<file path="src/hw/rtl/byte_stream_frame_assembler_top_macros.svh">
// ----------------------------------------------------------------------------
// byte stream frame assembler assertion macros
// shared concurrent assertion forms, clocked on clock and disabled in reset
// ----------------------------------------------------------------------------
`ifndef BYTE_STREAM_FRAME_ASSEMBLER_TOP_MACROS_SVH
`define BYTE_STREAM_FRAME_ASSEMBLER_TOP_MACROS_SVH

`ifndef NO_ASSERTIONS

// same-cycle implication
`define BSFA_ASSERT_IMPL(lbl, ante, cons, msg) \
   lbl: assert property (@(posedge clock) disable iff (reset) (ante) |-> (cons)) \
      else $error(msg);

// next-cycle implication
`define BSFA_ASSERT_NEXT(lbl, ante, cons, msg) \
   lbl: assert property (@(posedge clock) disable iff (reset) (ante) |=> (cons)) \
      else $error(msg);

`else

`define BSFA_ASSERT_IMPL(lbl, ante, cons, msg)

`define BSFA_ASSERT_NEXT(lbl, ante, cons, msg)

`endif

`endif

</file>
<file path="src/hw/rtl/bsfa_pkg.sv">
// ----------------------------------------------------------------------------
// bsfa_pkg
// sizes, codes and controller/datapath handshake types of the frame assembler
// ----------------------------------------------------------------------------
`default_nettype none

package bsfa_pkg;

   // frame store geometry
   localparam int MaxFrame = 64;
   localparam int AddrW    = $clog2(MaxFrame);
   localparam int CountW   = AddrW + 1;
   localparam logic [CountW-1:0] MaxCount = CountW'(MaxFrame);

   // delimiter
   localparam int DelimMax = 4;
   localparam int DlenW    = 3;
   localparam int DelimW   = 32;

   // input commands
   localparam logic [1:0] CMD_DATA  = 2'd0;
   localparam logic [1:0] CMD_FLUSH = 2'd1;
   localparam logic [1:0] CMD_CLEAR = 2'd2;
   localparam logic [1:0] CMD_NONE  = 2'd3;

   // result kinds
   localparam logic [1:0] KIND_BYTE  = 2'd0;
   localparam logic [1:0] KIND_MARK  = 2'd1;
   localparam logic [1:0] KIND_ERROR = 2'd2;

   // error codes
   localparam logic [2:0] ERR_NONE      = 3'd0;
   localparam logic [2:0] ERR_TOO_LONG  = 3'd1;
   localparam logic [2:0] ERR_OVERFLOW  = 3'd2;
   localparam logic [2:0] ERR_BAD_MAX   = 3'd3;
   localparam logic [2:0] ERR_BAD_FIXED = 3'd4;
   localparam logic [2:0] ERR_FIX_MAX   = 3'd5;
   localparam logic [2:0] ERR_NO_DELIM  = 3'd6;

   // register indexes
   localparam int RegIdxW = 3;
   localparam logic [RegIdxW-1:0] REG_MODE  = 3'd0;
   localparam logic [RegIdxW-1:0] REG_FIXED = 3'd1;
   localparam logic [RegIdxW-1:0] REG_MAX   = 3'd2;
   localparam logic [RegIdxW-1:0] REG_DELIM = 3'd3;
   localparam logic [RegIdxW-1:0] REG_DLEN  = 3'd4;
   localparam logic [RegIdxW-1:0] REG_INCL  = 3'd5;

   // outcome of evaluating one item
   localparam logic [1:0] ACT_NONE   = 2'd0;
   localparam logic [1:0] ACT_SINGLE = 2'd1;
   localparam logic [1:0] ACT_FRAME  = 2'd2;

   typedef struct packed {
      logic in_ready;
      logic eval;
      logic load_single;
      logic put_byte;
   } ctrl_cmd_type;

   typedef struct packed {
      logic       in_valid;
      logic [1:0] action;
      logic       slot_free;
      logic       last_byte;
   } dp_status_type;

endpackage

`default_nettype wire

</file>
<file path="src/hw/rtl/bsfa_if.sv">
// ----------------------------------------------------------------------------
// bsfa channel interfaces
// valid/ready channels for input items, result items and register writes
// ----------------------------------------------------------------------------
`default_nettype none

interface bsfa_req_if;
   logic       valid;
   logic       ready;
   logic [1:0] command;
   logic [7:0] data_byte;

   modport source (output valid, output command, output data_byte, input ready);
   modport sink   (input valid, input command, input data_byte, output ready);
endinterface

interface bsfa_rsp_if;
   logic       valid;
   logic       ready;
   logic [1:0] result_kind;
   logic [7:0] frame_byte;
   logic       frame_end;
   logic [2:0] error_code;
   logic       last_result;

   modport source (output valid, output result_kind, output frame_byte,
                   output frame_end, output error_code, output last_result,
                   input ready);
   modport sink   (input valid, input result_kind, input frame_byte,
                   input frame_end, input error_code, input last_result,
                   output ready);
endinterface

interface bsfa_csr_if;
   logic        valid;
   logic        ready;
   logic [2:0]  reg_index;
   logic [31:0] wr_data;

   modport source (output valid, output reg_index, output wr_data, input ready);
   modport sink   (input valid, input reg_index, input wr_data, output ready);
endinterface

`default_nettype wire

</file>
<file path="src/hw/rtl/bsfa_ctrl.sv">
// ----------------------------------------------------------------------------
// bsfa_ctrl
// sequencer: accept, evaluate, then return to idle, deliver one result or walk a frame
// ----------------------------------------------------------------------------
`default_nettype none
`include "byte_stream_frame_assembler_top_macros.svh"

module bsfa_ctrl
   import bsfa_pkg::*;
(
   input  logic          clock,
   input  logic          reset,
   input  dp_status_type status,
   output ctrl_cmd_type  cmd
);

   localparam logic [2:0] S_IDLE = 3'd0;
   localparam logic [2:0] S_EVAL = 3'd1;
   localparam logic [2:0] S_ONE  = 3'd2;
   localparam logic [2:0] S_RD   = 3'd3;
   localparam logic [2:0] S_PUT  = 3'd4;

   logic [2:0] state_ff;
   logic [2:0] state_in;

   always_comb begin
      state_in = state_ff;
      cmd      = '0;
      unique case (state_ff)
         S_IDLE: begin
            cmd.in_ready = 1'b1;
            if (status.in_valid) begin
               state_in = S_EVAL;
            end
         end
         S_EVAL: begin
            cmd.eval = 1'b1;
            if (status.action == ACT_SINGLE) begin
               state_in = S_ONE;
            end else if (status.action == ACT_FRAME) begin
               state_in = S_RD;
            end else begin
               state_in = S_IDLE;
            end
         end
         S_ONE: begin
            if (status.slot_free) begin
               cmd.load_single = 1'b1;
               state_in        = S_IDLE;
            end
         end
         // store read data is registered and lands in the next cycle
         S_RD: begin
            state_in = S_PUT;
         end
         S_PUT: begin
            if (status.slot_free) begin
               cmd.put_byte = 1'b1;
               state_in     = status.last_byte ? S_IDLE : S_RD;
            end
         end
         default: begin
            state_in = S_IDLE;
         end
      endcase
   end

   always_ff @(posedge clock) begin
      if (reset) begin
         state_ff <= S_IDLE;
      end else begin
         state_ff <= state_in;
      end
   end

   `BSFA_ASSERT_NEXT(a_accept_eval, status.in_valid && cmd.in_ready, state_ff == S_EVAL, "accepted item not evaluated")
   `BSFA_ASSERT_IMPL(a_one_origin, state_ff == S_ONE, $past(state_ff) == S_EVAL || $past(state_ff) == S_ONE, "single result without evaluation")
   `BSFA_ASSERT_IMPL(a_put_origin, state_ff == S_PUT, $past(state_ff) == S_RD || $past(state_ff) == S_PUT, "frame byte put without store read")

endmodule

`default_nettype wire

</file>
<file path="src/hw/rtl/bsfa_dp.sv">
// ----------------------------------------------------------------------------
// bsfa_dp
// registers, frame store, item evaluation and the result register
// ----------------------------------------------------------------------------
`default_nettype none
`include "byte_stream_frame_assembler_top_macros.svh"

module bsfa_dp
   import bsfa_pkg::*;
(
   input  logic          clock,
   input  logic          reset,
   bsfa_req_if.sink      req,
   bsfa_rsp_if.source    rsp,
   bsfa_csr_if.sink      csr,
   input  ctrl_cmd_type  cmd,
   output dp_status_type status
);

   function automatic logic [DelimW-1:0] delim_mask(input logic [DlenW-1:0] d);
      logic [DelimW-1:0] m;
      case (d)
         3'd1:    m = 32'h0000_00FF;
         3'd2:    m = 32'h0000_FFFF;
         3'd3:    m = 32'h00FF_FFFF;
         default: m = 32'hFFFF_FFFF;
      endcase
      return m;
   endfunction

   // configuration
   logic              mode_ff;
   logic [CountW-1:0] fixed_ff;
   logic [CountW-1:0] max_ff;
   logic [DelimW-1:0] delim_ff;
   logic [DlenW-1:0]  dlen_ff;
   logic              incl_ff;

   // buffer state
   logic [CountW-1:0] count_ff;
   logic [CountW-1:0] count_in;
   logic [DelimW-1:0] recent_ff;
   logic [DelimW-1:0] recent_in;
   logic [7:0]        store_mem [MaxFrame];
   logic [7:0]        rd_data_ff;

   // latched item
   logic [1:0] in_cmd_ff;
   logic [7:0] in_byte_ff;

   // pending single result and frame walk
   logic [1:0]        sgl_kind_ff;
   logic [1:0]        sgl_kind_in;
   logic [2:0]        sgl_code_ff;
   logic [2:0]        sgl_code_in;
   logic [CountW-1:0] len_ff;
   logic [CountW-1:0] len_in;
   logic [AddrW-1:0]  idx_ff;

   // result register
   logic       out_valid_ff;
   logic [1:0] out_kind_ff;
   logic [7:0] out_byte_ff;
   logic       out_end_ff;
   logic [2:0] out_code_ff;
   logic       out_last_ff;

   logic [CountW-1:0] eff_max;
   logic [DlenW-1:0]  eff_dlen;
   logic [DelimW-1:0] dmask;
   logic [2:0]        cfg_err;
   logic [CountW-1:0] cnt_new;
   logic [DelimW-1:0] rec_new;
   logic              dmatch;
   logic [CountW-1:0] dframe_len;
   logic [1:0]        action;
   logic              mem_we;
   logic              csr_wr;
   logic              slot_free;
   logic              last_byte;

   assign csr.ready = 1'b1;
   assign req.ready = cmd.in_ready;
   assign csr_wr    = csr.valid && (csr.reg_index <= REG_INCL);

   assign eff_max  = (max_ff > MaxCount) ? MaxCount : max_ff;
   assign eff_dlen = (dlen_ff > DlenW'(DelimMax)) ? DlenW'(DelimMax) : dlen_ff;
   assign dmask    = delim_mask(eff_dlen);

   always_comb begin
      if (eff_max == '0) begin
         cfg_err = ERR_BAD_MAX;
      end else if (!mode_ff) begin
         if (fixed_ff == '0) begin
            cfg_err = ERR_BAD_FIXED;
         end else if (fixed_ff > eff_max) begin
            cfg_err = ERR_FIX_MAX;
         end else begin
            cfg_err = ERR_NONE;
         end
      end else if (eff_dlen == '0) begin
         cfg_err = ERR_NO_DELIM;
      end else begin
         cfg_err = ERR_NONE;
      end
   end

   assign cnt_new    = count_ff + CountW'(1);
   assign rec_new    = {recent_ff[DelimW-9:0], in_byte_ff};
   assign dmatch     = (cnt_new >= CountW'(eff_dlen)) && ((rec_new & dmask) == (delim_ff & dmask));
   assign dframe_len = incl_ff ? cnt_new : (cnt_new - CountW'(eff_dlen));

   // evaluation of the latched item
   always_comb begin
      action      = ACT_NONE;
      sgl_kind_in = KIND_ERROR;
      sgl_code_in = ERR_NONE;
      len_in      = len_ff;
      count_in    = count_ff;
      recent_in   = recent_ff;
      mem_we      = 1'b0;
      case (in_cmd_ff) inside
         CMD_CLEAR: begin
            count_in  = '0;
            recent_in = '0;
         end
         CMD_DATA, CMD_FLUSH: begin
            if (cfg_err != ERR_NONE) begin
               count_in    = '0;
               recent_in   = '0;
               action      = ACT_SINGLE;
               sgl_code_in = cfg_err;
            end else if (in_cmd_ff == CMD_FLUSH) begin
               if (count_ff != '0) begin
                  action    = ACT_FRAME;
                  len_in    = count_ff;
                  count_in  = '0;
                  recent_in = '0;
               end
            end else begin
               mem_we    = (count_ff < MaxCount);
               count_in  = cnt_new;
               recent_in = rec_new;
               if (!mode_ff) begin
                  if (cnt_new >= fixed_ff) begin
                     action    = ACT_FRAME;
                     len_in    = fixed_ff;
                     count_in  = '0;
                     recent_in = '0;
                  end
               end else if (dmatch) begin
                  count_in  = '0;
                  recent_in = '0;
                  action    = ACT_SINGLE;
                  if (cnt_new > eff_max) begin
                     sgl_code_in = ERR_TOO_LONG;
                  end else if (dframe_len == '0) begin
                     sgl_kind_in = KIND_MARK;
                  end else begin
                     action = ACT_FRAME;
                     len_in = dframe_len;
                  end
               end else if (cnt_new > eff_max) begin
                  count_in    = '0;
                  recent_in   = '0;
                  action      = ACT_SINGLE;
                  sgl_code_in = ERR_OVERFLOW;
               end
            end
         end
         default: begin
         end
      endcase
   end

   assign slot_free = !out_valid_ff || rsp.ready;
   assign last_byte = ({1'b0, idx_ff} == (len_ff - CountW'(1)));

   assign status.in_valid  = req.valid;
   assign status.action    = action;
   assign status.slot_free = slot_free;
   assign status.last_byte = last_byte;

   // configuration registers
   always_ff @(posedge clock) begin
      if (reset) begin
         mode_ff  <= 1'b0;
         fixed_ff <= CountW'(1);
         max_ff   <= CountW'(64);
         delim_ff <= DelimW'(10);
         dlen_ff  <= DlenW'(1);
         incl_ff  <= 1'b0;
      end else if (csr.valid) begin
         unique case (csr.reg_index)
            REG_MODE:  mode_ff  <= csr.wr_data[0];
            REG_FIXED: fixed_ff <= csr.wr_data[CountW-1:0];
            REG_MAX:   max_ff   <= csr.wr_data[CountW-1:0];
            REG_DELIM: delim_ff <= csr.wr_data;
            REG_DLEN:  dlen_ff  <= csr.wr_data[DlenW-1:0];
            REG_INCL:  incl_ff  <= csr.wr_data[0];
            default: begin
            end
         endcase
      end
   end

   // buffer count and recent bytes, a write to any defined register empties the buffer
   always_ff @(posedge clock) begin
      if (reset) begin
         count_ff  <= '0;
         recent_ff <= '0;
      end else if (csr_wr) begin
         count_ff  <= '0;
         recent_ff <= '0;
      end else if (cmd.eval) begin
         count_ff  <= count_in;
         recent_ff <= recent_in;
      end
   end

   // item latch and pending result
   always_ff @(posedge clock) begin
      if (cmd.in_ready && req.valid) begin
         in_cmd_ff  <= req.command;
         in_byte_ff <= req.data_byte;
      end
      if (cmd.eval) begin
         sgl_kind_ff <= sgl_kind_in;
         sgl_code_ff <= sgl_code_in;
         len_ff      <= len_in;
      end
   end

   always_ff @(posedge clock) begin
      if (reset) begin
         idx_ff <= '0;
      end else if (cmd.eval) begin
         idx_ff <= '0;
      end else if (cmd.put_byte) begin
         idx_ff <= idx_ff + AddrW'(1);
      end
   end

   // frame store
   always_ff @(posedge clock) begin
      if (cmd.eval && mem_we) begin
         store_mem[count_ff[AddrW-1:0]] <= in_byte_ff;
      end
   end

   always_ff @(posedge clock) begin
      rd_data_ff <= store_mem[idx_ff];
   end

   // result register
   always_ff @(posedge clock) begin
      if (reset) begin
         out_valid_ff <= 1'b0;
      end else if (cmd.load_single || cmd.put_byte) begin
         out_valid_ff <= 1'b1;
      end else if (rsp.ready) begin
         out_valid_ff <= 1'b0;
      end
   end

   always_ff @(posedge clock) begin
      if (cmd.load_single) begin
         out_kind_ff <= sgl_kind_ff;
         out_byte_ff <= 8'd0;
         out_end_ff  <= (sgl_kind_ff == KIND_MARK);
         out_code_ff <= sgl_code_ff;
         out_last_ff <= 1'b1;
      end else if (cmd.put_byte) begin
         out_kind_ff <= KIND_BYTE;
         out_byte_ff <= rd_data_ff;
         out_end_ff  <= last_byte;
         out_code_ff <= ERR_NONE;
         out_last_ff <= last_byte;
      end
   end

   assign rsp.valid       = out_valid_ff;
   assign rsp.result_kind = out_kind_ff;
   assign rsp.frame_byte  = out_byte_ff;
   assign rsp.frame_end   = out_end_ff;
   assign rsp.error_code  = out_code_ff;
   assign rsp.last_result = out_last_ff;

   `BSFA_ASSERT_IMPL(a_count_bound, 1'b1, count_ff <= MaxCount, "byte count beyond frame store")
   `BSFA_ASSERT_NEXT(a_csr_empties, csr_wr, count_ff == '0, "register write left bytes buffered")
   `BSFA_ASSERT_IMPL(a_error_form, out_valid_ff && out_kind_ff == KIND_ERROR, out_code_ff != ERR_NONE && !out_end_ff, "malformed error result")

endmodule

`default_nettype wire

</file>
<file path="src/hw/rtl/byte_stream_frame_assembler_top.sv">
// ----------------------------------------------------------------------------
// byte_stream_frame_assembler_top
// deframer for a byte stream, fixed-length or delimiter framing
// ----------------------------------------------------------------------------
//
// channel    dir  handshake     payload
// req_chan   in   valid/ready   command, data_byte
// rsp_chan   out  valid/ready   result_kind, frame_byte, frame_end, error_code,
//                               last_result
// csr_chan   in   valid/ready   reg_index, wr_data (ready tied high)
//
// an item is first accepted, then evaluated; an item that causes no result
// sends the sequencer back to accepting
// an error or empty-frame marker then loads the result register
// each byte of a frame is one registered store read followed by one load of
// the result register
// reset is synchronous and restores the register defaults with an empty
// buffer; the store itself is not cleared, no clearing pass
// a stalled rsp_chan holds the sequencer; a finished result can wait in the
// result register while the next item is accepted
//
`default_nettype none

module byte_stream_frame_assembler_top
   import bsfa_pkg::*;
(
   input  logic       clock,
   input  logic       reset,
   bsfa_req_if.sink   req_chan,
   bsfa_rsp_if.source rsp_chan,
   bsfa_csr_if.sink   csr_chan
);

   // command and status between sequencer and datapath
   ctrl_cmd_type  ctrl_cmd;
   dp_status_type dp_status;

   // sequencer
   bsfa_ctrl u_ctrl (
      .clock  (clock),
      .reset  (reset),
      .status (dp_status),
      .cmd    (ctrl_cmd)
   );

   // registers, frame store and result register
   bsfa_dp u_dp (
      .clock  (clock),
      .reset  (reset),
      .req    (req_chan),
      .rsp    (rsp_chan),
      .csr    (csr_chan),
      .cmd    (ctrl_cmd),
      .status (dp_status)
   );

endmodule

`default_nettype wire
</file>
<file path="src/flat_wrapper.sv">
// flat-port wrapper written by rule: the top's interface ports become plain ports
module byte_stream_frame_assembler_top_flat import bsfa_pkg::*;
  (clock, reset, req_chan_valid, req_chan_command, req_chan_data_byte, req_chan_ready, rsp_chan_valid, rsp_chan_result_kind, rsp_chan_frame_byte, rsp_chan_frame_end, rsp_chan_error_code, rsp_chan_last_result, rsp_chan_ready, csr_chan_valid, csr_chan_reg_index, csr_chan_wr_data, csr_chan_ready);
  bsfa_req_if req_chan_i ();
  bsfa_rsp_if rsp_chan_i ();
  bsfa_csr_if csr_chan_i ();
  input  logic clock;
  input  logic reset;
  input wire logic [$bits(req_chan_i.valid)-1:0] req_chan_valid;
  input wire logic [$bits(req_chan_i.command)-1:0] req_chan_command;
  input wire logic [$bits(req_chan_i.data_byte)-1:0] req_chan_data_byte;
  output wire logic [$bits(req_chan_i.ready)-1:0] req_chan_ready;
  output wire logic [$bits(rsp_chan_i.valid)-1:0] rsp_chan_valid;
  output wire logic [$bits(rsp_chan_i.result_kind)-1:0] rsp_chan_result_kind;
  output wire logic [$bits(rsp_chan_i.frame_byte)-1:0] rsp_chan_frame_byte;
  output wire logic [$bits(rsp_chan_i.frame_end)-1:0] rsp_chan_frame_end;
  output wire logic [$bits(rsp_chan_i.error_code)-1:0] rsp_chan_error_code;
  output wire logic [$bits(rsp_chan_i.last_result)-1:0] rsp_chan_last_result;
  input wire logic [$bits(rsp_chan_i.ready)-1:0] rsp_chan_ready;
  input wire logic [$bits(csr_chan_i.valid)-1:0] csr_chan_valid;
  input wire logic [$bits(csr_chan_i.reg_index)-1:0] csr_chan_reg_index;
  input wire logic [$bits(csr_chan_i.wr_data)-1:0] csr_chan_wr_data;
  output wire logic [$bits(csr_chan_i.ready)-1:0] csr_chan_ready;
  assign req_chan_i.valid = req_chan_valid;
  assign req_chan_i.command = req_chan_command;
  assign req_chan_i.data_byte = req_chan_data_byte;
  assign req_chan_ready = req_chan_i.ready;
  assign rsp_chan_valid = rsp_chan_i.valid;
  assign rsp_chan_result_kind = rsp_chan_i.result_kind;
  assign rsp_chan_frame_byte = rsp_chan_i.frame_byte;
  assign rsp_chan_frame_end = rsp_chan_i.frame_end;
  assign rsp_chan_error_code = rsp_chan_i.error_code;
  assign rsp_chan_last_result = rsp_chan_i.last_result;
  assign rsp_chan_i.ready = rsp_chan_ready;
  assign csr_chan_i.valid = csr_chan_valid;
  assign csr_chan_i.reg_index = csr_chan_reg_index;
  assign csr_chan_i.wr_data = csr_chan_wr_data;
  assign csr_chan_ready = csr_chan_i.ready;
  byte_stream_frame_assembler_top u_core (.clock(clock), .reset(reset), .req_chan(req_chan_i), .rsp_chan(rsp_chan_i), .csr_chan(csr_chan_i));
endmodule
</file>
<file path="config.mk">
export PLATFORM = sky130hd
export DESIGN_NAME = byte_stream_frame_assembler_top_flat
export DESIGN_NICKNAME = d
export VERILOG_FILES = /design/src/hw/rtl/bsfa_pkg.sv /design/src/hw/rtl/bsfa_if.sv /design/src/hw/rtl/bsfa_ctrl.sv /design/src/hw/rtl/bsfa_dp.sv /design/src/hw/rtl/byte_stream_frame_assembler_top.sv /design/src/flat_wrapper.sv
export VERILOG_INCLUDE_DIRS = /design/src /design/src/hw/rtl
export SDC_FILE = /design/constraint.sdc
export NUM_CORES = 1
export LEC_CHECK = 0
export BUFFER_PORTS_ARGS = -buffer_cell sky130_fd_sc_hd__clkbuf_2
export CORE_MARGIN = 8
export CORE_UTILIZATION = 60
export CTS_BUF_LIST = sky130_fd_sc_hd__clkbuf_16
export CTS_CLUSTER_SIZE = 24
export DETAILED_ROUTE_END_ITERATION = 8
export GPL_TIMING_DRIVEN = 0
export PLACE_DENSITY_LB_ADDON = 0.15
export SKIP_CTS_REPAIR_TIMING = 1
export SLEW_MARGIN = 10
export SYNTH_ARGS = -nofsm -noshare
export SYNTH_HDL_FRONTEND = slang
export SYNTH_SLANG_ARGS = --single-unit
</file>
<file path="constraint.sdc">
create_clock -name clock -period 7.2 [get_ports clock]
set_clock_uncertainty 0.15 [all_clocks]
set_input_delay 1.08 -clock clock [delete_from_list [all_inputs] [get_ports clock]]
set_output_delay 1.08 -clock clock [all_outputs]
set_load 0.005 [all_outputs]
</file>
=== Word level (Yosys, flattened, before mapping) ===
Memory sizes are Yosys's and may differ from the RTL's. A register that Yosys moved wholly into a read port is not among the register bits.
Index checks and enable logic that the tools add are counted.

* $lt $le $gt $ge: 8
* Add/subtract/negate cells: 4
* Multiplexer cells: 77
* Eq/ne operators: 27
* Bitwise logic cells: 7
* Reduce and logical (&&, ||, !) cells: 34

{| class="wikitable"
|+ Operators with widths
! kind !! count
|-
| $mux 24 || 9
|-
| $mux 7 || 18
|-
| $pmux 32 s3 || 1
|-
| $and 32x32->32 || 2
|-
| $mux 3 || 16
|-
| $eq 32x32->1 || 1
|-
| $mux 2 || 15
|-
| $logic_not 7->1 || 3
|-
| $eq 3x2->1 const B || 6
|-
| $mux 1 || 17
|-
| $pmux 3 s5 || 1
|-
| $gt 7x7->1 || 2
|-
| $reduce_and 2->1 || 6
|-
| $eq 3x1->1 const B || 3
|-
| $eq 3x3->1 const B || 3
|-
| $logic_not 3->1 || 3
|-
| $reduce_and 9->1 || 1
|-
| $reduce_or 2->1 || 4
|-
| $add 7x1->7 const B || 1
|-
| $eq 6x7->1 || 1
|-
| $ge 7x3->1 || 1
|-
| $ge 7x7->1 || 1
|-
| $gt 7x7->1 const B || 1
|-
| $lt 7x7->1 const B || 1
|-
| 22 further kinds || 40
|}

* Memories: 1
* Word-level logic and storage cells: 179
* Bits in writable memories: 512
* Bits of input ports: 50
* Register bits: 129
* Output and inout port bits: 18

{| class="wikitable"
|+ Memories
! name !! words !! width !! rd ports !! clocked after Yosys merged registers in !! write ports !! line !! text
|-
| u_core.u_dp.store_mem || 64 || 8 || 1 || 1 || 1 || bsfa_dp.sv:44 || <nowiki>logic [7:0] store_mem [MaxFrame];</nowiki>
|}

=== Depth between registers and ports, before layout ===
Gate-level depths: netlist (run 1).

* Depth after elaboration: 17
* Depth in mapped cells: 17
* Mapped depth without buffers: 16

=== Hierarchy ===
A second synthesis (run 1) with hierarchy kept.

* Cells, all modules: 1,521
* Area total of the unflattened synthesis: 26,412.8 µm²

{| class="wikitable"
|+ Modules (own cells, without submodules)
! module !! area an instance (µm²) !! cells an instance !! instances !! sequential area each (µm²)
|-
| bsfa_dp || 26,212.6 || 1,497 || 1 || 18,337.6
|-
| bsfa_ctrl || 200.2 || 24 || 1 || 60.1
|}

=== Worst setup path before layout (run 1) ===
Ideal clock, no wire load.

* Path type: register to register
* Start: register u_core.u_dp.count_ff[0]
* End: register u_core.u_dp.len_ff[0], enable pin
* Setup time: 380 ps
* Slack: 3,783 ps
* Buffers on the path: 0
* Period minus slack after synthesis: 3,417 ps
* Arrival time: 2,887 ps
* Cell stages (with the launch flop): 13
* Data required time: 6,670 ps
* Cells stage by stage: dfxtp_1 ha_1 nand3_1 xor2_1 inv_1 ha_1 a21oi_1 nor2_1 a211o_1 o22a_1 nor3_1 a21oi_1 nor3_1

* Cells in the longest elaborated chain, start to end: 6
* Elaborated cells on any way between the ends: 15
* Those cells by class: add/sub: 2; order compare: 3; eq/ne: 4; mux: 1; reduce/logical: 5

{| class="wikitable"
|+ Ends and longest elaborated chain
! item !! line !! text
|-
| from (decl) || bsfa_dp.sv:40 || <nowiki>logic [CountW-1:0] count_ff;</nowiki>
|-
| from (signal assigned) || bsfa_dp.sv:216 || <nowiki>count_ff <= count_in;</nowiki>
|-
| $add 7x1->7 || bsfa_dp.sv:108 || <nowiki>assign cnt_new = count_ff + CountW'(1);</nowiki>
|-
| $sub 7x3->7 || bsfa_dp.sv:111 || <nowiki>assign dframe_len = incl_ff ? cnt_new : (cnt_new - CountW'(eff_dlen));</nowiki>
|-
| $mux 7 || bsfa_dp.sv:111 ||
|-
| $logic_not 7->1 || bsfa_dp.sv:157 || <nowiki>end else if (dframe_len == '0) begin</nowiki>
|-
| $ne 3x3->1 (no line) || - ||
|-
| $reduce_and 9->1 (no line) (*) || - ||
|-
| to (signal assigned) || bsfa_dp.sv:230 || <nowiki>len_ff <= len_in;</nowiki>
|-
| to (decl) || bsfa_dp.sv:56 || <nowiki>logic [CountW-1:0] len_ff;</nowiki>
|}

Every way passes the cells marked *; elsewhere a longest branch is shown, timed or not.
A chain may end at the register's enable or synchronous reset.

=== Worst setup path in the final report (run 1) ===
* Start: register u_core.u_dp.max_ff[6]
* End: memory u_core.u_dp.store_mem[11][3], enable pin

* Cells in the longest elaborated chain, start to end: 14
* Elaborated cells on any way between the ends: 15
* Those cells by class: order compare: 2; mux: 10; reduce/logical: 3

{| class="wikitable"
|+ Ends and longest elaborated chain
! item !! line !! text
|-
| from (decl) || bsfa_dp.sv:34 || <nowiki>logic [CountW-1:0] max_ff;</nowiki>
|-
| from (signal assigned) || bsfa_dp.sv:189 || <nowiki>max_ff <= CountW'(64);</nowiki>
|-
| from (signal assigned) || bsfa_dp.sv:197 || <nowiki>REG_MAX: max_ff <= csr.wr_data[CountW-1:0];</nowiki>
|-
| $gt 7x7->1 || bsfa_dp.sv:86 || <nowiki>assign eff_max = (max_ff > MaxCount) ? MaxCount : max_ff;</nowiki>
|-
| $mux 7 (*) || bsfa_dp.sv:86 ||
|-
| $gt 7x7->1 || bsfa_dp.sv:96 || <nowiki>end else if (fixed_ff > eff_max) begin</nowiki>
|-
| $mux 3 || bsfa_dp.sv:96 ||
|-
| $mux 3 || bsfa_dp.sv:94 || <nowiki>if (fixed_ff == '0) begin</nowiki>
|-
| $mux 3 || bsfa_dp.sv:93 || <nowiki>end else if (!mode_ff) begin</nowiki>
|-
| $mux 3 (*) || bsfa_dp.sv:91 || <nowiki>if (eff_max == '0) begin</nowiki>
|-
| $reduce_bool 3->1 (*) || bsfa_dp.sv:128 || <nowiki>if (cfg_err != ERR_NONE) begin</nowiki>
|-
| $mux 1 (*) || bsfa_dp.sv:128 ||
|-
| $mux 1 (*) (2 in a row) || bsfa_dp.sv:122 || <nowiki>case (in_cmd_ff) inside</nowiki>
|-
| $logic_and 1x1->1 (*) || bsfa_dp.sv:246 || <nowiki>if (cmd.eval && mem_we) begin</nowiki>
|-
| $mux 1 (*) || bsfa_dp.sv:246 ||
|-
| $mux 1 (not written as such) (*) || bsfa_dp.sv:247 || <nowiki>store_mem[count_ff[AddrW-1:0]] <= in_byte_ff;</nowiki>
|-
| to (decl) || bsfa_dp.sv:44 ||
|}

Marks and branches as above.

==> impl_metrics.py, run 1 <==
metrics = {
    "run_status": {
        "status": "complete, no violations",
    },
    "global_routing": {
        "grt_pass1_wl_um": 96930,
        "grt_overflow": 0,
        "grt_pass1_vias": 15450,
        "grt_antenna_before_repair": 1,
        "grt_max_degree": 33,
        "track_usage_pct": 25.72,
    },
    "clock_network": {
        "root_buffer": "clkbuf_16",
        "clkTransAtPathRegs_ns": 0.06,
        "cts_buffers": 61,
        "ctsHtreeMaxLevel": 2,
        "cts.sinks": 649,
        "clk_path_buf_depth": 3,
        "clk_latency_ns": 0.64,
        "cts_tree": "yes",
    },
    "cells_and_area": {
        "drive_gt1_share_pct": 28.05,
        "diodes": 0,
        "nNetsFinal": 1835,
        "areaGrowthSynthToFinish_pct": 16.69,
    },
    "logic_synthesis": {
        "synth.distinct_cells": 66,
        "async_flop_share_pct": 0,
        "synth_top_flop_cell": "edfxtp_1",
        "ys_warn_count": 0,
        "synth.most_common_cell": "edfxtp_1",
        "syn_nets": 1628,
        "yosysSeqAreaShare_pct": 69.18,
        "synth_top_cells_by_count": "edfxtp_1 (540), mux4_2 (168), nand2_1 (113), dfxtp_1 (109), nor2_1 (66)",
        "synth_edf_count": 540,
        "synth_top_area_share_pct": 60.97,
        "synth.cell_area_um2": 26590,
        "syn_avg_cell_area_um2": 17.22,
        "netlist_top_cells_area": "edfxtp_1 (61%), mux4_2 (14%), dfxtp_1 (8.2%)",
        "syn-instance-count": 1544,
        "yosys_register_bits": 649,
        "yosysTopAreaCell": "edfxtp_1",
    },
    "floorplanning": {
        "placementRows": 77,
        "die_x_um": 226.5,
        "io_pins": 68,
        "start_util_pct": 60.40,
        "die_h_um": 226.5,
        "die-area_um2": 51320,
        "core_um2": 44030,
    },
    "setup_path": {
        "crit_path_end_kind": "register",
        "cp-start-kind": "register",
        "crit_fanout": 10,
        "worstSetupPathType": "reg -> reg",
        "cp.arrival_ns": 4.58,
        "critPathRequiredTime_ns": 7.43,
    },
    "power": {
        "total_power_w": 0.007880,
        "leakagePower_nw": 10.05,
        "irDropWorstVdd_mv": 0.1976,
        "cellPowerDensity_nw_per_um2": 253.9,
    },
    "hold_path": {
        "hold_path.class": "reg -> reg",
    },
    "route": {
        "vias": 15050,
        "routedWlPerCell_um": 27.00,
        "drt-total-wl_um": 64680,
        "drtIter0Drc": 1557,
        "postRouteAntennaNets": 0,
        "route.detailed.drc": 0,
        "firstDrtPassIters": 5,
        "vias_per_cell": 6.280,
    },
    "timing": {
        "rsz0062_at_grt": "false",
        "setup_viol": 0,
        "post-route-min-period_ns": 4.345,
        "maxSlewHeadroom_pct": 31.18,
        "drv_slew": 0,
        "worst_pin_slew_ns": 1.032,
        "final-hold-violation-count": 0,
        "finalCritPeriodShare_pct": 60.34,
        "max_freq_mhz": 230.2,
        "finalSetupTns_ns": 0,
    },
    "run": {
        "max_cap_violations": 0,
    },
    "placed_design": {
        "gp_congestion": 0.9015,
        "portBuffers": 64,
        "dp_hpwl_um": 45870,
    },
}
[final cells by class]
cell class | count | area [um^2]
Clock inverter | 53 | 506.7
Multi-Input combinational cell | 768 | 7978
Tap cell | 592 | 740.7
Fill cell | 2799 | 13000
Sequential cell | 649 | 18400
Clock buffer | 63 | 1577
Buffer | 95 | 449.2
Timing Repair Buffer | 144 | 1264
Inverter | 32 | 120.1
[sequential cells by signal, summed over array words and instances (netlist names)]
signal and flops:
u_core.u_dp.store_mem 512, u_core.u_dp.delim_ff 32, u_core.u_dp.recent_ff 24, u_core.u_dp.in_byte_ff 8, u_core.u_dp.rd_data_ff 8, u_core.u_dp.rsp.frame_byte 8, u_core.u_dp.count_ff 7, u_core.u_dp.fixed_ff 7
u_core.u_dp.len_ff 7, u_core.u_dp.max_ff 7, u_core.u_dp.idx_ff 6, u_core.u_ctrl.state_ff 3, u_core.u_dp.dlen_ff 3, u_core.u_dp.rsp.error_code 3, u_core.u_dp.sgl_code_ff 3, u_core.u_dp.in_cmd_ff 2
u_core.u_dp.rsp.result_kind 2, u_core.u_dp.sgl_kind_ff 2, u_core.u_dp.incl_ff 1, u_core.u_dp.mode_ff 1, u_core.u_dp.rsp.frame_end 1, u_core.u_dp.rsp.last_result 1, u_core.u_dp.rsp.valid 1
[kinds of logic (layout without fill, tap and decap cells)]
family	count (synthesis)	count (layout)	synth area share, %
AO/OA/AOI/OAI	138	138	3.505
XOR/XNOR	53	53	1.745
adder cells (fa/ha/maj)	34	34	1.628
buffers and inverters	127	387	2.141
flip-flops	649	649	69.18
multiplexers	191	191	15.11
other	1	1	0.01410
AND/OR/NAND/NOR	351	351	6.676
[layer usage]
layer	vias to the layer above	wire length, um	GRT usage, %
met3	117	4618	4.695
li1	6564	-	-
met5	-	0	0
met1	7683	25640	33.97
met4	0	2079	8.061
met2	683	32350	43.40
[per-stage QoR]
stage / instance area [um^2] / cells / util, % / setup WS, ns / hold slack, ns
6_report: 31030 / 2396 / 70.48 / 2.855 / 0.3129
5_1_grt: 31030 / 2396 / 70.48 / 2.568 / 0.3264
4_1_cts: 31030 / 2396 / 70.48 / 2.880 / 0.3132
3_5_place_dp: 28950 / 2280 / 65.75 / 2.940 / 0.3048
3_3_place_gp: 27660 / 2200 / 62.81 / 2.348 / 0.2932
2_1_floorplan: 26590 / 1544 / - / 3.783 / 0.2674
[worst max-delay path, stage by stage, from the launching register on]
cell	delay, ns
dfxtp_1	0.34
inv_1	0.17
nand2_1	0.13
ha_1	0.32
and4_1	0.21
or3_1	0.32
a21o_1	0.19
o211ai_2	0.21
clkbuf_1	0.76
clkbuf_1	0.78
nor4_2	0.26
buf_4	0.24
[placed cells by master (no fill, tap or decap), drive strengths merged, types with 42 or more instances in the layout]
| cell | n |
|---|---|
| nor4 | 61 |
| nor2 | 66 |
| inv | 42 |
| dfxtp | 109 |
| nand2 | 113 |
| clkbuf | 185 |
| buf | 117 |
| edfxtp | 540 |
| a21oi | 60 |
| mux4 | 168 |
[worst paths after layout]
kind,slack (ns),end,start,cells past startpoint
max,2.86,u_core.u_dp.store_mem[11][3]$_DFFE_PP_,u_core.u_dp.max_ff[6]$_SDFFE_PP1P_,11
max reg2reg,2.86,u_core.u_dp.store_mem[11][3]$_DFFE_PP_,u_core.u_dp.max_ff[6]$_SDFFE_PP1P_,11
min,0.31,u_core.u_dp.rsp.frame_byte[2]$_SDFFE_PP0P_,u_core.u_dp.rsp.frame_byte[2]$_SDFFE_PP0P_,2
min reg2reg,0.31,u_core.u_dp.rsp.frame_byte[2]$_SDFFE_PP0P_,u_core.u_dp.rsp.frame_byte[2]$_SDFFE_PP0P_,2
[power breakdown]
part / total (W) / leakage [nW] / internal, W / switching, W
Clock: 0.00330 / 1.05 / 0.00191 / 0.00139
Combinational: 0.000414 / 3.25 / 0.000149 / 0.000265
Sequential: 0.00417 / 5.74 / 0.00414 / 0.0000282
Total: 0.00788 / 10.0 / 0.00620 / 0.00168
(Power assumes the default switching activity.)
==> run 2: changes to the inputs <==
--- a/config.mk
+++ b/config.mk
@@ -8,7 +8,7 @@
 export LEC_CHECK = 0
 export BUFFER_PORTS_ARGS = -buffer_cell sky130_fd_sc_hd__clkbuf_2
 export CORE_MARGIN = 8
-export CORE_UTILIZATION = 60
+export CORE_UTILIZATION = 56
 export CTS_BUF_LIST = sky130_fd_sc_hd__clkbuf_16
 export CTS_CLUSTER_SIZE = 24
 export DETAILED_ROUTE_END_ITERATION = 8
==> constraint.sdc (replaced) <==
create_clock -name clock -period 3.5 [get_ports clock]
set_clock_uncertainty 0.15 [all_clocks]
set_input_delay 0.525 -clock clock [delete_from_list [all_inputs] [get_ports clock]]
set_output_delay 0.525 -clock clock [all_outputs]
set_load 0.005 [all_outputs]
==> impl_metrics.py, run 2 (synthesis gave the netlist of run 1 again) <==
metrics = {
    "run_status": {
        "status": "complete, no violations",
    },
    "floorplanning": {
        "die-area_um2": 54720,
        "core_um2": 47350,
        "start_util_pct": 56.17,
        "io_pins": 68,
        "placementRows": 80,
        "die_x_um": 233.9,
        "die_h_um": 233.9,
    },
    "placed_design": {
        "portBuffers": 64,
        "dp_hpwl_um": 46130,
        "place_area_um2": 28970,
        "gp_congestion": 0.8922,
    },
    "hold_path": {
        "worstHoldStart": "csr_chan_wr_data[20]",
        "min_to": "u_core.u_dp.delim_ff[20]$_SDFFE_PP0P_",
        "hold_depth": 3,
        "hold_path.class": "in -> reg",
    },
    "global_routing": {
        "use_met2_pct": 39.11,
        "track_usage_pct": 23.99,
        "grt_pass1_vias": 15140,
        "grt_antenna_before_repair": 1,
        "grtUsageMet1_pct": 32.10,
        "grt_max_degree": 33,
        "top_usage_layer": "met2",
        "grt_pass1_wl_um": 95650,
        "met3_usage_pct": 4.572,
        "grt_overflow": 0,
    },
    "cells_and_area": {
        "largest_reg_flops": 512,
        "regArea_um2": 18410,
        "final_common_cell": "edfxtp_1",
        "fin_area_um2": 32040,
        "num-fill-cells": 3083,
        "nNetsFinal": 1883,
        "final_core_util_pct": 67.67,
        "areaGrowthSynthToFinish_pct": 20.48,
        "diodes": 0,
        "final_cell_mix": "edfxtp_1 (540), mux4_2 (168), nand2_1 (113), dfxtp_1 (105), buf_4 (95)",
        "multiInputGateArea_um2": 8559,
        "drive_gt1_share_pct": 31.82,
    },
    "power": {
        "irDropWorstVdd_mv": 0.3644,
        "leakagePower_nw": 10.48,
        "cellPowerDensity_nw_per_um2": 505.9,
    },
    "setup_path": {
        "rr_worst_depth": 8,
        "cpPeakStageDelay_ns": 0.52,
        "crit_path_end_kind": "register",
        "r2r-end": "u_core.u_dp.store_mem[57][3]$_DFFE_PP_",
        "r2r_setup_slack_ns": 0.08,
        "cp_slowest_cell": "or4_1",
        "cp-start-kind": "register",
        "critPathRequiredTime_ns": 3.65,
        "path_cells": "clkbuf_1, or3b_1, clkbuf_1, or4_1, clkbuf_4, buf_4, nor4_4, buf_4",
        "cp.arrival_ns": 3.57,
        "worstReg2RegStart": "u_core.u_ctrl.state_ff[1]$_SDFFE_PP0P_",
        "worstSetupPathType": "reg -> reg",
        "crit_fanout": 10,
    },
    "clock_network": {
        "cts_tree": "yes",
        "cts_buffers": 66,
        "clk_latency_ns": 0.59,
        "clkTransAtPathRegs_ns": 0.06,
        "root_buffer": "clkbuf_16",
        "clk_path_buf_depth": 3,
        "cts.sinks": 649,
        "ctsHtreeMaxLevel": 3,
    },
    "route": {
        "routedWlPerCell_um": 26.67,
        "route.detailed.drc": 0,
        "drtIter0Drc": 1434,
        "vias_per_cell": 6.167,
        "vias": 15170,
        "postRouteAntennaNets": 0,
        "drt-total-wl_um": 65610,
        "firstDrtPassIters": 5,
    },
    "timing": {
        "drv_slew": 0,
        "maxSlewHeadroom_pct": 5.226,
        "setup_viol": 0,
        "finalCritPeriodShare_pct": 97.69,
        "max_freq_mhz": 292.5,
        "worst_pin_slew_ns": 1.422,
        "whs_ns": 0.001154,
        "rsz0062_at_grt": "true",
        "post-route-min-period_ns": 3.419,
        "final-hold-violation-count": 0,
    },
    "run": {
        "max_cap_violations": 0,
    },
}
[run 2: changes by cell type in the layout (fill, tap and decap cells not counted), moves of 10 or more]
| cell | before | now |
|---|---|---|
| buf_4 | 55 | 95 |
| clkbuf_1 | 58 | 39 |
| clkbuf_2 | 64 | 74 |
| dlygate4sd3_1 | 0 | 10 |
| nor2_1 | 66 | 56 |
| nor4_2 | 58 | 11 |
| nor4_4 | 0 | 47 |
[run 2: cell type report]
cell class | instances | share of cell area, %
flip-flops and latches | 649 | 57.45
multi-input cells | 768 | 26.72
clock buffers | 70 | 5.467
repair buffers | 188 | 5.053
well taps | 615 | 2.402
plain buffers | 94 | 1.558
clock inverters | 44 | 0.9646
inverters | 32 | 0.3866
[run 2: where the power goes]
part | total (W) | internal [W] | switching (W)
sequential | 0.00858 | 0.00851 | 0.0000648
combinational | 0.000916 | 0.000331 | 0.000585
clock | 0.00672 | 0.00390 | 0.00282
total | 0.0162 | 0.0127 | 0.00347
[run 2: worst max-delay path: cells and delay by family, from the launching register on]
family | cells | cell delay, ns
AND/OR/NAND/NOR | 3 | 1.39
buffers and inverters | 5 | 1.27
flip-flops | 1 | 0.29
[run 2: how the worst max path moves through the flow]
stage	start	endpoint	slack (ns)	depth (start not counted)
floorplan	u_core.u_dp.count_ff[0]$_SDFFE_PP0P_	u_core.u_dp.len_ff[0]$_DFFE_PP_	0.08	12
global placement	u_core.u_dp.max_ff[6]$_SDFFE_PP1P_	u_core.u_dp.store_mem[36][5]$_DFFE_PP_	-1.32	10
detailed placement	u_core.u_dp.max_ff[6]$_SDFFE_PP1P_	u_core.u_dp.store_mem[29][6]$_DFFE_PP_	-0.75	11
CTS	u_core.u_dp.max_ff[6]$_SDFFE_PP1P_	u_core.u_dp.store_mem[29][6]$_DFFE_PP_	-0.83	11
global route	u_core.u_dp.count_ff[0]$_SDFFE_PP0P_	u_core.u_ctrl.state_ff[1]$_SDFFE_PP0P_	-0.04	14
finish	u_core.u_ctrl.state_ff[1]$_SDFFE_PP0P_	u_core.u_dp.store_mem[57][3]$_DFFE_PP_	0.08	8
[run 2: through the flow]
stage               setup TNS [ns]  setup slack [ns]  total power (W)  instances
floorplan                        0           0.08253         0.009125       1544
global placement           -456.36            -1.323         0.009425       2223
detailed placement         -182.47           -0.7516         0.009584       2302
CTS                        -190.40           -0.8265          0.01623       2416
global route               -0.7274          -0.04248          0.01667       2460
finish                           0           0.08080          0.01621       2460
[run 2: per-layer routing]
metal | share of wire, % | wire [um]
met1 | 39 | 25850
met2 | 49 | 31940
met3 | 8.0 | 5267
met4 | 3.9 | 2537
met5 | 0.020 | 13
==> run 3: changes to the inputs <==
--- a/config.mk
+++ b/config.mk
@@ -14,6 +14,7 @@
 export DETAILED_ROUTE_END_ITERATION = 8
 export GPL_TIMING_DRIVEN = 0
 export PLACE_DENSITY_LB_ADDON = 0.15
+export RECOVER_POWER = 25
 export SKIP_CTS_REPAIR_TIMING = 1
 export SLEW_MARGIN = 10
 export SYNTH_ARGS = -nofsm -noshare
==> impl_metrics.py, run 3 (synthesis gave the netlist of run 1 again) <==
metrics = {
    "clock_network": {
        "ctsHtreeMaxLevel": 3,
        "clk_path_buf_depth": 3,
        "cts.sinks": 649,
        "clkTransAtPathRegs_ns": 0.06,
        "clk_latency_ns": 0.60,
        "cts_buffers": 66,
        "root_buffer": "clkbuf_16",
        "cts_tree": "yes",
    },
    "setup_path": {
        "rr_worst_depth": 8,
        "crit_fanout": 10,
        "cp.arrival_ns": 3.58,
        "critPathRequiredTime_ns": 3.65,
        "cpPeakStageDelay_ns": 0.53,
        "worstSetupPathType": "reg -> reg",
        "crit_path_end_kind": "register",
        "cp-endpoint": "u_core.u_dp.store_mem[57][7]$_DFFE_PP_",
        "worstReg2RegStart": "u_core.u_ctrl.state_ff[1]$_SDFFE_PP0P_",
        "r2r_setup_slack_ns": 0.07,
        "cp-start-kind": "register",
        "path_cells": "clkbuf_1, or3b_1, clkbuf_1, or4_1, clkbuf_4, buf_4, nor4_4, buf_4",
        "cp_slowest_cell": "or4_1",
        "r2r-end": "u_core.u_dp.store_mem[57][7]$_DFFE_PP_",
        "cp-startpoint": "u_core.u_ctrl.state_ff[1]$_SDFFE_PP0P_",
    },
    "power": {
        "leakagePower_nw": 10.39,
        "cellPowerDensity_nw_per_um2": 507.8,
        "irDropWorstVdd_mv": 0.3635,
        "total_power_w": 0.01617,
    },
    "global_routing": {
        "grt_pass1_vias": 15140,
        "grt_overflow": 0,
        "track_usage_pct": 23.99,
        "grt_antenna_before_repair": 1,
        "grt_max_degree": 33,
        "grt_pass1_wl_um": 95650,
    },
    "placed_design": {
        "gp_congestion": 0.8922,
        "place_area_um2": 28970,
        "dp_hpwl_um": 46130,
        "portBuffers": 64,
    },
    "cells_and_area": {
        "nNetsFinal": 1883,
        "final_common_cell": "edfxtp_1",
        "largest_reg_flops": 512,
        "drive_gt1_share_pct": 31.27,
        "fin_area_um2": 31850,
        "final_cell_mix": "edfxtp_1 (540), mux4_2 (168), nand2_1 (113), dfxtp_1 (105), buf_4 (95)",
        "diodes": 0,
        "areaGrowthSynthToFinish_pct": 19.77,
    },
    "route": {
        "route.detailed.drc": 0,
        "drtIter0Drc": 1341,
        "vias": 15190,
        "firstDrtPassIters": 5,
        "postRouteAntennaNets": 0,
        "drt-total-wl_um": 65740,
        "vias_per_cell": 6.173,
        "routedWlPerCell_um": 26.72,
    },
    "floorplanning": {
        "die-area_um2": 54720,
        "placementRows": 80,
        "core_um2": 47350,
        "io_pins": 68,
        "start_util_pct": 56.17,
        "die_x_um": 233.9,
        "die_h_um": 233.9,
    },
    "hold_path": {
        "hold_path.class": "in -> reg",
        "hold_depth": 3,
    },
    "timing": {
        "maxSlewHeadroom_pct": 7.545,
        "post-route-min-period_ns": 3.426,
        "finalSetupTns_ns": 0,
        "whs_ns": 0.004185,
        "worst_pin_slew_ns": 1.387,
        "setup_viol": 0,
        "rsz0062_at_grt": "true",
        "max_freq_mhz": 291.9,
        "final-hold-violation-count": 0,
        "drv_slew": 0,
        "finalCritPeriodShare_pct": 97.89,
    },
    "run_status": {
        "status": "complete, no violations",
    },
    "run": {
        "max_cap_violations": 0,
    },
}
run 3: cell types whose count changed in the layout (fill, tap and decap cells not counted), sizes merged:
| cell | change |
|---|---|
| buf | -10 |
| clkbuf | +10 |
run 3: how the worst min path moves through the flow:
stage,from,to,slack [ns]
floorplan,u_core.u_dp.rd_data_ff[0]$_DFF_P_,u_core.u_dp.rsp.frame_byte[0]$_SDFFE_PP0P_,0.27
global placement,u_core.u_dp.rd_data_ff[2]$_DFF_P_,u_core.u_dp.rsp.frame_byte[2]$_SDFFE_PP0P_,0.29
detailed placement,u_core.u_dp.rd_data_ff[7]$_DFF_P_,u_core.u_dp.rsp.frame_byte[7]$_SDFFE_PP0P_,0.28
CTS,req_chan_data_byte[5],u_core.u_dp.in_byte_ff[5]$_DFFE_PP_,-0.06
global route,csr_chan_wr_data[21],u_core.u_dp.delim_ff[21]$_SDFFE_PP0P_,0.02
finish,csr_chan_wr_data[20],u_core.u_dp.delim_ff[20]$_SDFFE_PP0P_,0.004
run 3: cell type report:
cell class / instances / area [um^2]
Multi-Input combinational cell: 768 / 8559
Sequential cell: 649 / 18410
Inverter: 32 / 123.9
Buffer: 94 / 499.2
Timing Repair Buffer: 188 / 1431
Clock buffer: 70 / 1752
Clock inverter: 44 / 309.0
Tap cell: 615 / 769.5
Fill cell: 3108 / 15490
run 3: report_power, final:
group	switching, W	internal (W)	leakage [nW]
Combinational	0.000584	0.000290	3.55
Clock	0.00282	0.00390	1.09
Sequential	0.0000612	0.00852	5.74
Total	0.00347	0.0127	10.4
run 3: critical path, delay by kind of cell (launching register included):
kind | cells | cell delay [ns]
AND/OR/NAND/NOR | 3 | 1.40
buffers and inverters | 5 | 1.27
flip-flops | 1 | 0.29
run 3: routing by layer:
| layer | wire, um | share of wire (%) | track usage (%) |
|---|---|---|---|
| met5 | 13 | 0.020 | 0 |
| met4 | 2464 | 3.7 | 9.027 |
| met3 | 5338 | 8.1 | 4.572 |
| met2 | 32050 | 49 | 39.11 |
| met1 | 25870 | 39 | 32.10 |
run 3: per-stage QoR:
step,util [%],worst slack (ns),instances
CTS,65.54,-0.8265,2416
finish,67.28,0.07383,2460
global route,67.28,-0.04248,2460
global placement,58.47,-1.323,2223
detailed placement,61.18,-0.7516,2302
floorplan,-,0.08253,1544
